## config.mk

```make
export PLATFORM = sky130hd
export DESIGN_NAME = xorshift_dual_keystream_cipher_unit
export DESIGN_NICKNAME = d
export VERILOG_FILES = /design/src/rtl/core/xdkc_pkg.sv /design/src/rtl/core/xdkc_front.sv /design/src/rtl/core/xdkc_gen.sv /design/src/rtl/core/xdkc_back.sv /design/src/rtl/core/xorshift_dual_keystream_cipher_unit.sv
export SDC_FILE = /design/constraint.sdc
export NUM_CORES = 1
export LEC_CHECK = 0
export BUFFER_PORTS_ARGS = -buffer_cell sky130_fd_sc_hd__buf_2
export CAP_MARGIN = 10
export CORE_MARGIN = 5
export CORE_UTILIZATION = 45
export CTS_CLUSTER_SIZE = 30
export DETAILED_ROUTE_END_ITERATION = 6
export GPL_TIMING_DRIVEN = 0
export SYNTH_ARGS = -nofsm -noshare
export SYNTH_HDL_FRONTEND = slang
export SYNTH_HIERARCHICAL = 1
export SYNTH_SLANG_ARGS = --single-unit
```

## constraint.sdc

```tcl
create_clock -name i_clk -period 6.38 [get_ports i_clk]
set_input_delay 1.595 -clock i_clk [delete_from_list [all_inputs] [get_ports i_clk]]
set_output_delay 1.595 -clock i_clk [all_outputs]
set_load 0.02 [all_outputs]
```

## src/rtl/core/xdkc_pkg.sv

```systemverilog
// Package for the dual xorshift128+ keystream cipher.
// Holds the seed constants, shift amounts, register indexes, queue types and the
// generator step function. It has no dependencies.
package xdkc_pkg;

    localparam int unsigned WordW = 64;
    localparam int unsigned ByteW = 8;
    localparam int unsigned CfgIdxW = 2;

    localparam logic [WordW-1:0] C_W0 = 64'h9e37_79b9_7f4a_7c15;
    localparam logic [WordW-1:0] C_W1 = 64'hbf58_476d_1ce4_e5b9;

    localparam int unsigned ShiftA = 23;
    localparam int unsigned ShiftB = 18;
    localparam int unsigned ShiftC = 5;

    localparam logic [CfgIdxW-1:0] REG_SEED_A_LO = 2'd0;
    localparam logic [CfgIdxW-1:0] REG_SEED_A_HI = 2'd1;
    localparam logic [CfgIdxW-1:0] REG_SEED_B_LO = 2'd2;
    localparam logic [CfgIdxW-1:0] REG_SEED_B_HI = 2'd3;

    localparam int unsigned QUEUE_DEPTH_DEF = 2;

    typedef struct packed {
        logic [ByteW-1:0] data;
        logic             som;
    } t_item;

    typedef struct packed {
        logic  valid;
        t_item item;
    } t_q_head;

    // Word one of the generator after one step; word zero simply takes old word one.
    function automatic logic [WordW-1:0] xs_next_w1(input logic [WordW-1:0] w0,
                                                    input logic [WordW-1:0] w1);
        logic [WordW-1:0] t;
        t = w0 ^ (w0 << ShiftA);
        return t ^ w1 ^ (t >> ShiftB) ^ (w1 >> ShiftC);
    endfunction

endpackage

```

## src/rtl/core/xdkc_front.sv

```systemverilog
// Front end of the cipher: accepts input beats and holds them in a short queue.
// Depends on xdkc_pkg for the item and queue head types.
module xdkc_front #(
    parameter int unsigned QueueDepth = xdkc_pkg::QUEUE_DEPTH_DEF
) (
    input  logic                     i_clk,
    input  logic                     i_rst_n,
    input  logic                     i_in_valid,
    output logic                     o_in_stall,
    input  logic [xdkc_pkg::ByteW-1:0] i_data_in,
    input  logic                     i_start_of_message,
    input  logic                     i_pop,
    output xdkc_pkg::t_q_head        o_head
);

    localparam int unsigned PtrW = (QueueDepth > 1) ? $clog2(QueueDepth) : 1;
    localparam int unsigned CntW = $clog2(QueueDepth + 1);

    xdkc_pkg::t_item r_mem [QueueDepth];
    logic [PtrW-1:0] r_wr_ptr, n_wr_ptr;
    logic [PtrW-1:0] r_rd_ptr, n_rd_ptr;
    logic [CntW-1:0] r_count, n_count;
    logic            push;
    logic            pop;

    assign o_in_stall = (r_count == CntW'(QueueDepth));
    assign push       = i_in_valid && !o_in_stall;
    assign pop        = i_pop && (r_count != '0);

    assign o_head.valid = (r_count != '0);
    assign o_head.item  = r_mem[r_rd_ptr];

    always_comb begin
        n_wr_ptr = r_wr_ptr;
        n_rd_ptr = r_rd_ptr;
        n_count  = r_count;
        if (push) begin
            n_wr_ptr = (r_wr_ptr == PtrW'(QueueDepth - 1)) ? '0 : r_wr_ptr + 1'b1;
        end
        if (pop) begin
            n_rd_ptr = (r_rd_ptr == PtrW'(QueueDepth - 1)) ? '0 : r_rd_ptr + 1'b1;
        end
        if (push && !pop) begin
            n_count = r_count + 1'b1;
        end else if (pop && !push) begin
            n_count = r_count - 1'b1;
        end
    end

    always_ff @(posedge i_clk) begin
        if (!i_rst_n) begin
            r_wr_ptr <= '0;
            r_rd_ptr <= '0;
            r_count  <= '0;
        end else begin
            r_wr_ptr <= n_wr_ptr;
            r_rd_ptr <= n_rd_ptr;
            r_count  <= n_count;
        end
    end

    always_ff @(posedge i_clk) begin
        if (push) begin
            r_mem[r_wr_ptr] <= '{data: i_data_in, som: i_start_of_message};
        end
    end

endmodule

```

## src/rtl/core/xdkc_gen.sv

```systemverilog
// One xorshift128+ generator with reload from a seed pair.
// Depends on xdkc_pkg for the constants and the step function.
module xdkc_gen (
    input  logic                       i_clk,
    input  logic                       i_rst_n,
    input  logic                       i_step,
    input  logic                       i_load,
    input  logic [xdkc_pkg::WordW-1:0] i_seed_lo,
    input  logic [xdkc_pkg::WordW-1:0] i_seed_hi,
    output logic [xdkc_pkg::ByteW-1:0] o_key
);

    logic [xdkc_pkg::WordW-1:0] r_w0, r_w1;
    logic [xdkc_pkg::WordW-1:0] w0_eff, w1_eff;

    // A reload takes effect for the very byte that carries it.
    assign w0_eff = i_load ? (i_seed_lo ^ xdkc_pkg::C_W0) : r_w0;
    assign w1_eff = i_load ? (i_seed_hi ^ xdkc_pkg::C_W1) : r_w1;

    // Only the low byte of the 64-bit sum is ever used.
    assign o_key = w0_eff[xdkc_pkg::ByteW-1:0] + w1_eff[xdkc_pkg::ByteW-1:0];

    always_ff @(posedge i_clk) begin
        if (!i_rst_n) begin
            r_w0 <= xdkc_pkg::C_W0;
            r_w1 <= xdkc_pkg::C_W1;
        end else if (i_step) begin
            r_w0 <= w1_eff;
            r_w1 <= xdkc_pkg::xs_next_w1(w0_eff, w1_eff);
        end
    end

endmodule

```

## src/rtl/core/xdkc_back.sv

```systemverilog
// Back end of the cipher: takes queued beats, runs both generators and holds the result.
// Depends on xdkc_pkg and xdkc_gen.
module xdkc_back (
    input  logic                       i_clk,
    input  logic                       i_rst_n,
    input  xdkc_pkg::t_q_head          i_head,
    output logic                       o_pop,
    input  logic [xdkc_pkg::WordW-1:0] i_seed_a_lo,
    input  logic [xdkc_pkg::WordW-1:0] i_seed_a_hi,
    input  logic [xdkc_pkg::WordW-1:0] i_seed_b_lo,
    input  logic [xdkc_pkg::WordW-1:0] i_seed_b_hi,
    output logic                       o_out_valid,
    input  logic                       i_out_stall,
    output logic [xdkc_pkg::ByteW-1:0] o_data_out
);

    logic                       r_out_valid;
    logic [xdkc_pkg::ByteW-1:0] r_out_data;
    logic [xdkc_pkg::ByteW-1:0] key_a, key_b;

    // The output register frees up in the same cycle its beat is taken.
    assign o_pop = i_head.valid && (!r_out_valid || !i_out_stall);

    xdkc_gen u_gen_a (
        .i_clk     (i_clk),
        .i_rst_n   (i_rst_n),
        .i_step    (o_pop),
        .i_load    (i_head.item.som),
        .i_seed_lo (i_seed_a_lo),
        .i_seed_hi (i_seed_a_hi),
        .o_key     (key_a)
    );

    xdkc_gen u_gen_b (
        .i_clk     (i_clk),
        .i_rst_n   (i_rst_n),
        .i_step    (o_pop),
        .i_load    (i_head.item.som),
        .i_seed_lo (i_seed_b_lo),
        .i_seed_hi (i_seed_b_hi),
        .o_key     (key_b)
    );

    always_ff @(posedge i_clk) begin
        if (!i_rst_n) begin
            r_out_valid <= 1'b0;
        end else if (o_pop) begin
            r_out_valid <= 1'b1;
        end else if (!i_out_stall) begin
            r_out_valid <= 1'b0;
        end
    end

    always_ff @(posedge i_clk) begin
        if (o_pop) begin
            r_out_data <= i_head.item.data ^ key_a ^ key_b;
        end
    end

    assign o_out_valid = r_out_valid;
    assign o_data_out  = r_out_data;

endmodule

```

## src/rtl/core/xorshift_dual_keystream_cipher_unit.sv

```systemverilog
// Dual xorshift128+ keystream cipher, top level.
// A beat accepted at the input is written into the queue, then into the output register.
// Throughput: one byte per cycle while the output is not stalled and the queue holds a beat.
// The input queue of QueueDepth entries lets input keep flowing while a result is stalled.
// Reset is synchronous, active low: seeds clear to zero, generators load the two constants.
module xorshift_dual_keystream_cipher_unit #(
    parameter int unsigned QueueDepth = xdkc_pkg::QUEUE_DEPTH_DEF
) (
    input  logic                         i_clk,
    input  logic                         i_rst_n,
    input  logic                         i_in_valid,
    output logic                         o_in_stall,
    input  logic [xdkc_pkg::ByteW-1:0]   i_data_in,
    input  logic                         i_start_of_message,
    output logic                         o_out_valid,
    input  logic                         i_out_stall,
    output logic [xdkc_pkg::ByteW-1:0]   o_data_out,
    input  logic                         i_cfg_we,
    input  logic [xdkc_pkg::CfgIdxW-1:0] i_cfg_index,
    input  logic [xdkc_pkg::WordW-1:0]   i_cfg_data
);

    logic [xdkc_pkg::WordW-1:0] r_seed_a_lo, r_seed_a_hi, r_seed_b_lo, r_seed_b_hi;
    xdkc_pkg::t_q_head          head;
    logic                       pop;

    always_ff @(posedge i_clk) begin
        if (!i_rst_n) begin
            r_seed_a_lo <= '0;
            r_seed_a_hi <= '0;
            r_seed_b_lo <= '0;
            r_seed_b_hi <= '0;
        end else if (i_cfg_we) begin
            unique case (i_cfg_index)
                xdkc_pkg::REG_SEED_A_LO: r_seed_a_lo <= i_cfg_data;
                xdkc_pkg::REG_SEED_A_HI: r_seed_a_hi <= i_cfg_data;
                xdkc_pkg::REG_SEED_B_LO: r_seed_b_lo <= i_cfg_data;
                xdkc_pkg::REG_SEED_B_HI: r_seed_b_hi <= i_cfg_data;
                default: ;
            endcase
        end
    end

    xdkc_front #(
        .QueueDepth (QueueDepth)
    ) u_front (
        .i_clk              (i_clk),
        .i_rst_n            (i_rst_n),
        .i_in_valid         (i_in_valid),
        .o_in_stall         (o_in_stall),
        .i_data_in          (i_data_in),
        .i_start_of_message (i_start_of_message),
        .i_pop              (pop),
        .o_head             (head)
    );

    xdkc_back u_back (
        .i_clk       (i_clk),
        .i_rst_n     (i_rst_n),
        .i_head      (head),
        .o_pop       (pop),
        .i_seed_a_lo (r_seed_a_lo),
        .i_seed_a_hi (r_seed_a_hi),
        .i_seed_b_lo (r_seed_b_lo),
        .i_seed_b_hi (r_seed_b_hi),
        .o_out_valid (o_out_valid),
        .i_out_stall (i_out_stall),
        .o_data_out  (o_data_out)
    );

endmodule

```

-- Yosys cells after proc, flatten, opt, wreduce, memory -nomap -nowiden
Memory sizes are Yosys's and may differ from the RTL's. A register that Yosys moved wholly into a read port is not among the register bits.
Index checks and enable logic that the tools add are counted.
W data, S select, Z words.
- bits in registers: 525
- latch bits: 0
- RAM bits: 18
- memory bits (read-only): 0
- bits of input ports: 80
- output and inout port bits: 10
- logic and storage cells: 71
- memories kept: 1
- add/subtract/negate cells: 6
- multiply operators: 0
- divide/modulo/power cells: 0
- $lt $le $gt $ge: 0
- equal/unequal tests: 5
- shift operators: 0
- muxes and demuxes: 14
- bitwise operators: 14
- reduce and logical (&&, ||, !) cells: 18
- memory list (memory ; words ; width ; rd ports ; clocked after memory_dff ; wr ports ; line ; RTL):
    u_front.r_mem ; 2 ; 9 ; 1 ; 1 ; 1 ; xdkc_front.sv:19 ; xdkc_pkg::t_item r_mem [QueueDepth];
- operator list (cell ; number):
    $mux W64 ; 4
    $xor A64 B64 Y64 ; 4
    $xor A64 B46 Y64 ; 2
    $xor A64 B59 Y64 ; 2
    $not A38 Y38 ; 2
    $not A36 Y36 ; 2
    $add A8 B8 Y8 ; 2
    $xor A8 B8 Y8 ; 2
    $mux W1 ; 8
    $reduce_and A2 Y1 ; 4
    $eq A2 B2 Y1 const B ; 3
    $logic_and A1 B1 Y1 ; 5
    $logic_not A1 Y1 ; 5
    $mux W2 ; 2
    $reduce_bool A2 Y1 ; 2
    $add A1 B1 Y1 const B ; 2
    $add A2 B1 Y2 const B ; 1
    $eq A2 B1 Y1 const B ; 1
    $logic_not A2 Y1 ; 1
    $ne A2 B1 Y1 const B ; 1
    $sub A2 B1 Y2 const B ; 1
    $logic_or A1 B1 Y1 ; 1

-- Longest topological paths before layout
Gate-level depths: netlist (run 1).
- depth after elaboration: 7
- depth in mapped cells: 17
- mapped depth without buffers: 12

-- By module
Netlist (run 1), hierarchy kept.
- by module, submodules not included (module ; instances ; cells an instance ; area each (µm²) ; seq. area each (µm²)):
    xorshift_dual_keystream_cipher_unit ; 1 ; 900 ; 9554.2 ; 5124.9
    xdkc_gen at u_back.u_gen_b ; 1 ; 1084 ; 9351.5 ; 2562.5
    xdkc_gen at u_back.u_gen_a ; 1 ; 1085 ; 9245.1 ; 2562.5
    xdkc_front ; 1 ; 53 ; 883.3 ; 640.6
    xdkc_back ; 1 ; 28 ; 419.2 ; 260.2

-- Least setup slack after synthesis (run 1)
Ideal clock, no wire load.
- kind: in2reg
- start point: input i_out_stall
- end point: register u_back/u_gen_a/r_w0[38] (netlist name)
- setup time: 0.128 ns
- data arrival time: 3.744 ns
- data required time: 6.252 ns
- slack: 2.508 ns
- stages on the path: 6
- path buffers: 3
- cell sequence: a21boi_0 > buf_2 > buf_2 > buf_1 > mux2i_1 > nor2_1
- cells in the longest elaborated chain, start to end: 3
- RTL lines (element ; line ; RTL):
    from (decl) ; xorshift_dual_keystream_cipher_unit.sv:16 ; input logic i_out_stall,
    $logic_not A1 Y1 ; xdkc_back.sv:22 ; assign o_pop = i_head.valid && (!r_out_valid || !i_out_stall);
    $logic_or A1 B1 Y1 ; xdkc_back.sv:22 ;
    $logic_and A1 B1 Y1 ; xdkc_back.sv:22 ;
    to (signal assigned) ; xdkc_gen.sv:25 ; r_w0 <= xdkc_pkg::C_W0;
    to (signal assigned) ; xdkc_gen.sv:28 ; r_w0 <= w1_eff;
    to (decl) ; xdkc_gen.sv:13 ; logic [xdkc_pkg::WordW-1:0] r_w0, r_w1;
Every way passes these cells.
A chain may end at the register's enable or synchronous reset.

==> reports/qor.csv, run 1 <==
stage;metric;value;unit
global_routing;initial antenna violation count;1;
pwr;Int Pwr;9.64;mW
sta;Final Hold Viols;0;
floorplanning;Die Span Y;266;um
critical_path;critical-path maximum fanout;10;
yosys;Cell Area, Synth;29500;um^2
critical_path;Worst EP arrival;5290;ps
clock_tree;CTS tree;done;
layout;Final nets;3398;
floorplanning;die width;266;um
route;wire length per cell;29.0;um
yosys;Seq cells post-synth;544;
status;run status;finished clean;
pwr;clock power share;0.215;
place;final RePlAce weighted congestion;0.993;
global_routing;vias in the first global route;23600;
global_routing;GRT Util Overall;0.332;
critical_path;WP data required;6750;ps
sta;RSZ-0062 raised after global routing;no;
yosys;synth warn;6;
sta;Final min period;4930;ps
yosys;distinct cell type count after synthesis;54;
pwr;leak pwr;14.2;nW
critical_path;r2r setup slk;1450;ps
critical_path;Critical Path Sink Type;flop;
critical_path;delay-heaviest family, CP;buffers and inverters;
clock_tree;H-tree levels;2;
layout;area grow syn2layout;12.1;%
pwr;Net Sw Frac;0.429;
yosys;post-synth top area cell;dfxtp_1;
critical_path;worst reg2reg path depth;16;
critical_path;Setup CP Type;reg -> reg;
yosys;compound-gate portion of the synthesized area;0.0780;
yosys;most frequent cells after synthesis;nand2_1, dfxtp_1, mux2i_1, xnor2_1, nor2_1;
sta;worst hold slack;469;ps
route;vias;24200;
place;pre-CTS setup slack;1590;ps
route;number of DRC markers in iteration 0;2446;
yosys;syn_nets;3245;
yosys;Synth Area in Simple Gates;0.119;
place;dpl hpwl;92.7;mm
route;number of vias per cell;5.76;
route;Pre-Repair DR Iteration Count;5;
yosys;cell with the most instances after synthesis;nand2_1;
yosys;register area share after synthesis;0.379;
sta;final worst setup slack;1450;ps
yosys;mux contribution to synthesized area;0.176;
global_routing;total grt overflow;0;
pwr;Comb pwr share;0.477;
clock_tree;CTS Root Cell;clkbuf_16;
floorplanning;Core ar.;64700;um^2
route;DRT Wirelength;122;mm
pwr;Worst VDD drop;0.285;mV
floorplanning;std cell rows;93;
yosys;synth top area cells;dfxtp_1, mux2i_1, xnor2_1;
floorplanning;die area;70700;um^2
sta;worst slew pin tran;1200;ps
yosys;top_reg_cell synth;dfxtp_1;
global_routing;first-pass GRT wire length;170;mm
floorplanning;IO Pins;90;
pwr;Switch Pwr;7.25;mW
critical_path;slowest CP cell;buf_2;
clock_tree;clock latency on the worst-skew pair;640;ps
yosys;post-synth top area share;0.352;
worst_hold_path;Hold Path Class;reg -> reg;
sta;Slew Limit Fails;0;
critical_path;FF-to-FF End;u_back/o_data_out[7]$_DFFE_PP_;
clock_tree;total CTS buffers;61;
sta;clk_skew;24.5;ps
sta;Max Freq;0.203;GHz
sta;Max-slew headroom;0.198;
yosys;XOR/XNOR share of the synthesized area;0.195;
flow_run;max_cap viols;0;
yosys;cell count after synthesis;3150;
clock_tree;clock slew at reported path FFs;60;ps
pwr;power density over cell area;511;nW/um^2
critical_path;Largest stage delay, worst path;470;ps
clock_tree;post-CTS setup repair buffer count;0;
critical_path;worst-path cell chain;buf_2, mux2_2, buf_6, buf_6, buf_6, buf_2, buf_2, mux2i_1, inv_1, ha_1, a21oi_1, o31ai_1, a311oi_1, o31ai_1, xnor2_1, xnor2_1;
floorplanning;Starting Density;0.455;
worst_hold_path;end of the worst hold path;r_seed_b_hi[18]$_SDFFE_PN0P_;
pwr;Flop pwr share;0.307;
clock_tree;Hold Buf Count CTS;0;
yosys;EDFF count, synth;26;
place;IO Port Bufs;89;
sta;# setup viols final;0;
worst_hold_path;hold path start;r_seed_b_hi[18]$_SDFFE_PN0P_;
layout;diode count;0;
clock_tree;clock tree buffer depth;3;
critical_path;Buf/Inv on CP;7;
yosys;Post-Synth Adder-Cell Area;0.00688;
route;DRC Markers;0;
critical_path;Worst Setup Start Kind;flop;
sta;period utilization;0.772;
worst_hold_path;hold path cells;2;
yosys;asr flop ratio synth;0;
yosys;Avg Cell Area, Syn;9.35;um^2
yosys;main combinational cell family by area after synthesis;XOR/XNOR gates;
global_routing;largest net degree at the start of global routing;16;
clock_tree;clk sinks;544;
route;Routed Antenna Nets;0;
layout;share of cells above drive strength 1;0.104;
clock_tree;# resized after CTS;0;
[worst max path at each step]
stage / end / cells past startpoint
floorplan: u_back/u_gen_a/r_w0[38]$_SDFFE_PN0P_ / 6
global placement: u_back/u_gen_b/r_w1[2]$_SDFFE_PN0P_ / 7
detailed placement: u_back/u_gen_b/r_w1[48]$_SDFFE_PN0P_ / 7
CTS: u_back/o_data_out[7]$_DFFE_PP_ / 16
global route: u_back/o_data_out[7]$_DFFE_PP_ / 16
finish: u_back/o_data_out[7]$_DFFE_PP_ / 16
[logic make-up (layout without fill, tap and decap cells)]
| group | after synthesis | in the layout |
|---|---|---|
| flip-flops | 544 | 544 |
| AO/OA/AOI/OAI | 387 | 387 |
| adder cells (fa/ha/maj) | 15 | 15 |
| buffers and inverters | 216 | 420 |
| AND/OR/NAND/NOR | 870 | 870 |
| XOR/XNOR | 605 | 605 |
| multiplexers | 513 | 513 |
[flip-flops by register name, indices dropped and copies added (netlist names), named ones only]
register             flops
r_seed_a_lo             64
u_front/r_wr_ptr         1
u_back/o_data_out        8
u_back/u_gen_b/r_w0     64
r_seed_a_hi             64
r_seed_b_lo             64
u_front/r_rd_ptr         1
u_back/u_gen_a/r_w1     64
r_seed_b_hi             64
u_back/u_gen_b/r_w1     64
u_front/r_mem           18
u_back/u_gen_a/r_w0     64
u_front/r_count          2
u_back/o_out_valid       1
[cell usage in the layout, fill, tap and decap left out, drive strengths merged, types with 28 or more instances in the layout]
cell,n
mux2i,498
buf,231
nor2,230
xnor2,347
a211oi,48
a21oi,88
o21ai,181
nand2,547
xor2,227
dfxtp,518
nand3,31
o211ai,28
clkbuf,157
[final cells by class]
| type | count | area (um^2) |
|---|---|---|
| plain buffers | 200 | 1320 |
| clock buffers | 98 | 1870 |
| clock inverters | 16 | 169 |
| fillers | 6154 | 31700 |
| inverters | 16 | 60.1 |
| multi-input cells | 2390 | 16900 |
| flip-flops and latches | 544 | 11200 |
| well taps | 855 | 1070 |
| repair buffers | 90 | 460 |
[per-layer routing]
layer	global-route usage	vias up	share of wire
li1	-	10900	-
met1	0.407	11800	0.39
met2	0.551	1226	0.47
met3	0.0576	328	0.075
met4	0.195	0	0.070
met5	0	-	0
[stage by stage]
step / total power [mW] / area (um^2) / TNS, ps / std cells / util
finish: 16.9 / 33000 / 0 / 4209 / 0.510
global route: 17.5 / 33000 / 0 / 4209 / 0.510
CTS: 16.7 / 33000 / 0 / 4209 / 0.510
detailed placement: 13.0 / 31000 / 0 / 4095 / 0.479
global placement: 12.9 / 31000 / -2680 / 4094 / 0.479
floorplan: 10.5 / 29500 / 0 / 3150 / -
[worst register-to-register path, cell delays in order (launching register included)]
cell and delay (ps):
dfxtp_1 300, buf_2 230, mux2_2 310, buf_6 160, buf_6 180, buf_6 190, buf_2 460, buf_2 480
mux2i_1 450, inv_1 90, ha_1 350, a21oi_1 160, o31ai_1 100, a311oi_1 420, o31ai_1 170, xnor2_1 450
xnor2_1 150
[power groups by stage]
| stage | clock, mW | combinational, mW | sequential [mW] |
|---|---|---|---|
| after floorplan | 0 | 5.61 | 4.91 |
| after global placement | 0 | 7.72 | 5.21 |
| after detailed placement | 0 | 7.82 | 5.22 |
| after CTS | 3.67 | 7.88 | 5.15 |
| after global routing | 3.80 | 8.49 | 5.23 |
| final | 3.64 | 8.06 | 5.19 |
Power figures use the tool's default switching activity.
==> run 2: changes to the inputs <==
==> constraint.sdc (replaced) <==
create_clock -name i_clk -period 4 [get_ports i_clk]
set_input_delay 1 -clock i_clk [delete_from_list [all_inputs] [get_ports i_clk]]
set_output_delay 1 -clock i_clk [all_outputs]
set_load 0.02 [all_outputs]
==> reports/qor.csv, run 2 (same netlist as run 1, synthesis figures left out) <==
stage;metric;value;unit;change
status;run status;finished clean;;unchanged
route;DRT Wirelength;122;mm;about the same
global_routing;largest net degree at the start of global routing;20;;was 16
global_routing;first-pass GRT wire length;170;mm;about the same
pwr;leak pwr;14.2;nW;about the same
critical_path;r2r setup slk;50;ps;was 1450 ps
floorplanning;Core ar.;64700;um^2;unchanged
sta;Final min period;3950;ps;was 4930 ps
route;number of DRC markers in iteration 0;2310;;was 2446
sta;Max Freq;0.253;GHz;was 0.203 GHz
layout;commonest cells after routing, fill and taps aside;nand2_1, dfxtp_1, mux2i_1;;unchanged
flow_run;max_cap viols;0;;unchanged
route;Pre-Repair DR Iteration Count;6;;was 5
sta;# setup viols final;0;;unchanged
clock_tree;H-tree levels;2;;unchanged
layout;commonest non-fill, non-tap cell in the layout;nand2_1;;unchanged
worst_hold_path;Hold Path Class;reg -> reg;;unchanged
pwr;Worst VDD drop;0.451;mV;was 0.285 mV
critical_path;Critical Path Sink Type;flop;;unchanged
critical_path;critical-path maximum fanout;10;;unchanged
layout;share of cells above drive strength 1;0.106;;was 0.104
route;DR WL met3;8.72;mm;was 9.11 mm
floorplanning;die width;266;um;unchanged
critical_path;worst reg2reg path depth;17;;was 16
place;pre-CTS setup slack;-790;ps;was 1590 ps
critical_path;Worst EP arrival;4330;ps;was 5290 ps
floorplanning;Die Span Y;266;um;unchanged
floorplanning;die area;70700;um^2;unchanged
sta;RSZ-0062 raised after global routing;yes;;was no
route;DRC Markers;0;;unchanged
floorplanning;Starting Density;0.455;;unchanged
layout;fin area;33100;um^2;was 33000 um^2
place;final RePlAce weighted congestion;0.993;;unchanged
layout;area grow syn2layout;12.4;%;was 12.1%
global_routing;GRT Util Overall;0.330;;was 0.332
pwr;power density over cell area;816;nW/um^2;was 511 nW/um^2
critical_path;WP data required;4380;ps;was 6750 ps
clock_tree;total CTS buffers;61;;unchanged
global_routing;total grt overflow;0;;unchanged
critical_path;worst setup path endpoint;u_back/o_data_out[6]$_DFFE_PP_;;was u_back/o_data_out[7]$_DFFE_PP_
layout;diode count;0;;unchanged
place;DP Area;31000;um^2;unchanged
layout;final cell count without fillers;4205;;was 4209
route;wire length per cell;28.9;um;was 29.0 um
critical_path;FF-to-FF End;u_back/o_data_out[6]$_DFFE_PP_;;was u_back/o_data_out[7]$_DFFE_PP_
clock_tree;post-CTS setup repair buffer count;0;;unchanged
clock_tree;clock tree buffer depth;3;;unchanged
sta;clk_skew;26.8;ps;was 24.5 ps
layout;Final nets;3394;;was 3398
route;vias;24200;;about the same
sta;period utilization;0.987;;was 0.772
layout;Filler Cell Count;6152;;was 6154
route;number of vias per cell;5.75;;was 5.76
sta;Slew Limit Fails;0;;unchanged
route;met1 wire length;47.7;mm;was 47.5 mm
clock_tree;CTS Root Cell;clkbuf_16;;unchanged
clock_tree;clk sinks;544;;unchanged
route;Routed Antenna Nets;0;;unchanged
floorplanning;IO Pins;90;;unchanged
global_routing;vias in the first global route;23500;;was 23600
clock_tree;CTS tree;done;;unchanged
clock_tree;clock slew at reported path FFs;60;ps;about the same
critical_path;Worst Setup Start Kind;flop;;unchanged
global_routing;initial antenna violation count;1;;unchanged
place;dpl hpwl;92.7;mm;unchanged
clock_tree;clock latency on the worst-skew pair;650;ps;was 640 ps
place;IO Port Bufs;89;;unchanged
route;uppermost routed layer;met4;;unchanged
route;routed wl met2;56.8;mm;was 57.1 mm
sta;Final Hold Viols;0;;unchanged
place;DP Cell Count;4095;;unchanged
sta;Max-slew headroom;0.223;;was 0.198
sta;worst slew pin tran;1170;ps;was 1200 ps
critical_path;Setup CP Type;reg -> reg;;unchanged
sta;final worst setup slack;50.7;ps;was 1450 ps
floorplanning;std cell rows;93;;unchanged
[run 2: routing by layer]
metal | global-route usage | vias up
met5 | 0 | -
met4 | 0.192 | 0
met3 | 0.0547 | 328
met2 | 0.548 | 1150
met1 | 0.407 | 11800
li1 | - | 10900
[run 2: worst min-delay path by stage]
stage / start / endpoint / cells past startpoint
final: r_seed_b_hi[18]$_SDFFE_PN0P_ / r_seed_b_hi[18]$_SDFFE_PN0P_ / 2
after global routing: r_seed_b_hi[4]$_SDFFE_PN0P_ / r_seed_b_hi[4]$_SDFFE_PN0P_ / 2
after CTS: r_seed_b_hi[18]$_SDFFE_PN0P_ / r_seed_b_hi[18]$_SDFFE_PN0P_ / 2
after detailed placement: r_seed_b_hi[18]$_SDFFE_PN0P_ / r_seed_b_hi[18]$_SDFFE_PN0P_ / 2
after global placement: r_seed_a_hi[21]$_SDFFE_PN0P_ / r_seed_a_hi[21]$_SDFFE_PN0P_ / 2
after floorplan: r_seed_a_lo[5]$_SDFFE_PN0P_ / r_seed_a_lo[5]$_SDFFE_PN0P_ / 2
[run 2: area by class of cell]
type                    count  area (um^2)  share of cell area
multi-input cells        2390        17000               0.513
flip-flops and latches    544        11200               0.337
clock buffers              98         1870              0.0565
plain buffers             196         1340              0.0404
well taps                 855         1070              0.0323
repair buffers             90          460              0.0139
clock inverters            16          169             0.00510
inverters                  16         60.1             0.00181
[run 2: critical path, stage by stage, from the launching register on]
cell	delay [ps]
dfxtp_1	290
buf_4	170
mux2_4	270
buf_6	200
buf_6	210
buf_6	230
buf_6	230
nor2_1	70
a21oi_2	140
ha_2	220
inv_1	60
fa_1	450
a211oi_1	230
o21ai_1	140
a21oi_1	170
xor2_1	260
xnor2_1	220
xnor2_1	110
[run 2: stage by stage]
stage	TNS (ps)	power, mW	hold WS (ps)	utilization
floorplan	0	16.8	434	-
global route	-53.5	28.0	488	0.512
detailed placement	-5220	20.8	459	0.479
global placement	-341440	20.6	447	0.479
CTS	0	26.7	468	0.511
finish	0	27.0	467	0.512
[run 2: what timing repair did]
item / CTS / global route
endpoints found under the setup margin: 5 / 4
hold buffers: 0 / 0
pin swaps: 3 / 1
resized for setup: 16 / 8
hold endpoints to repair: 0 / 0
[run 2: report_power, final]
part | internal (mW) | leakage (nW) | switching [mW]
clock network | 3.37 | 1.01 | 2.42
registers | 6.76 | 4.49 | 1.52
logic | 5.30 | 8.70 | 7.62
total | 15.4 | 14.2 | 11.6
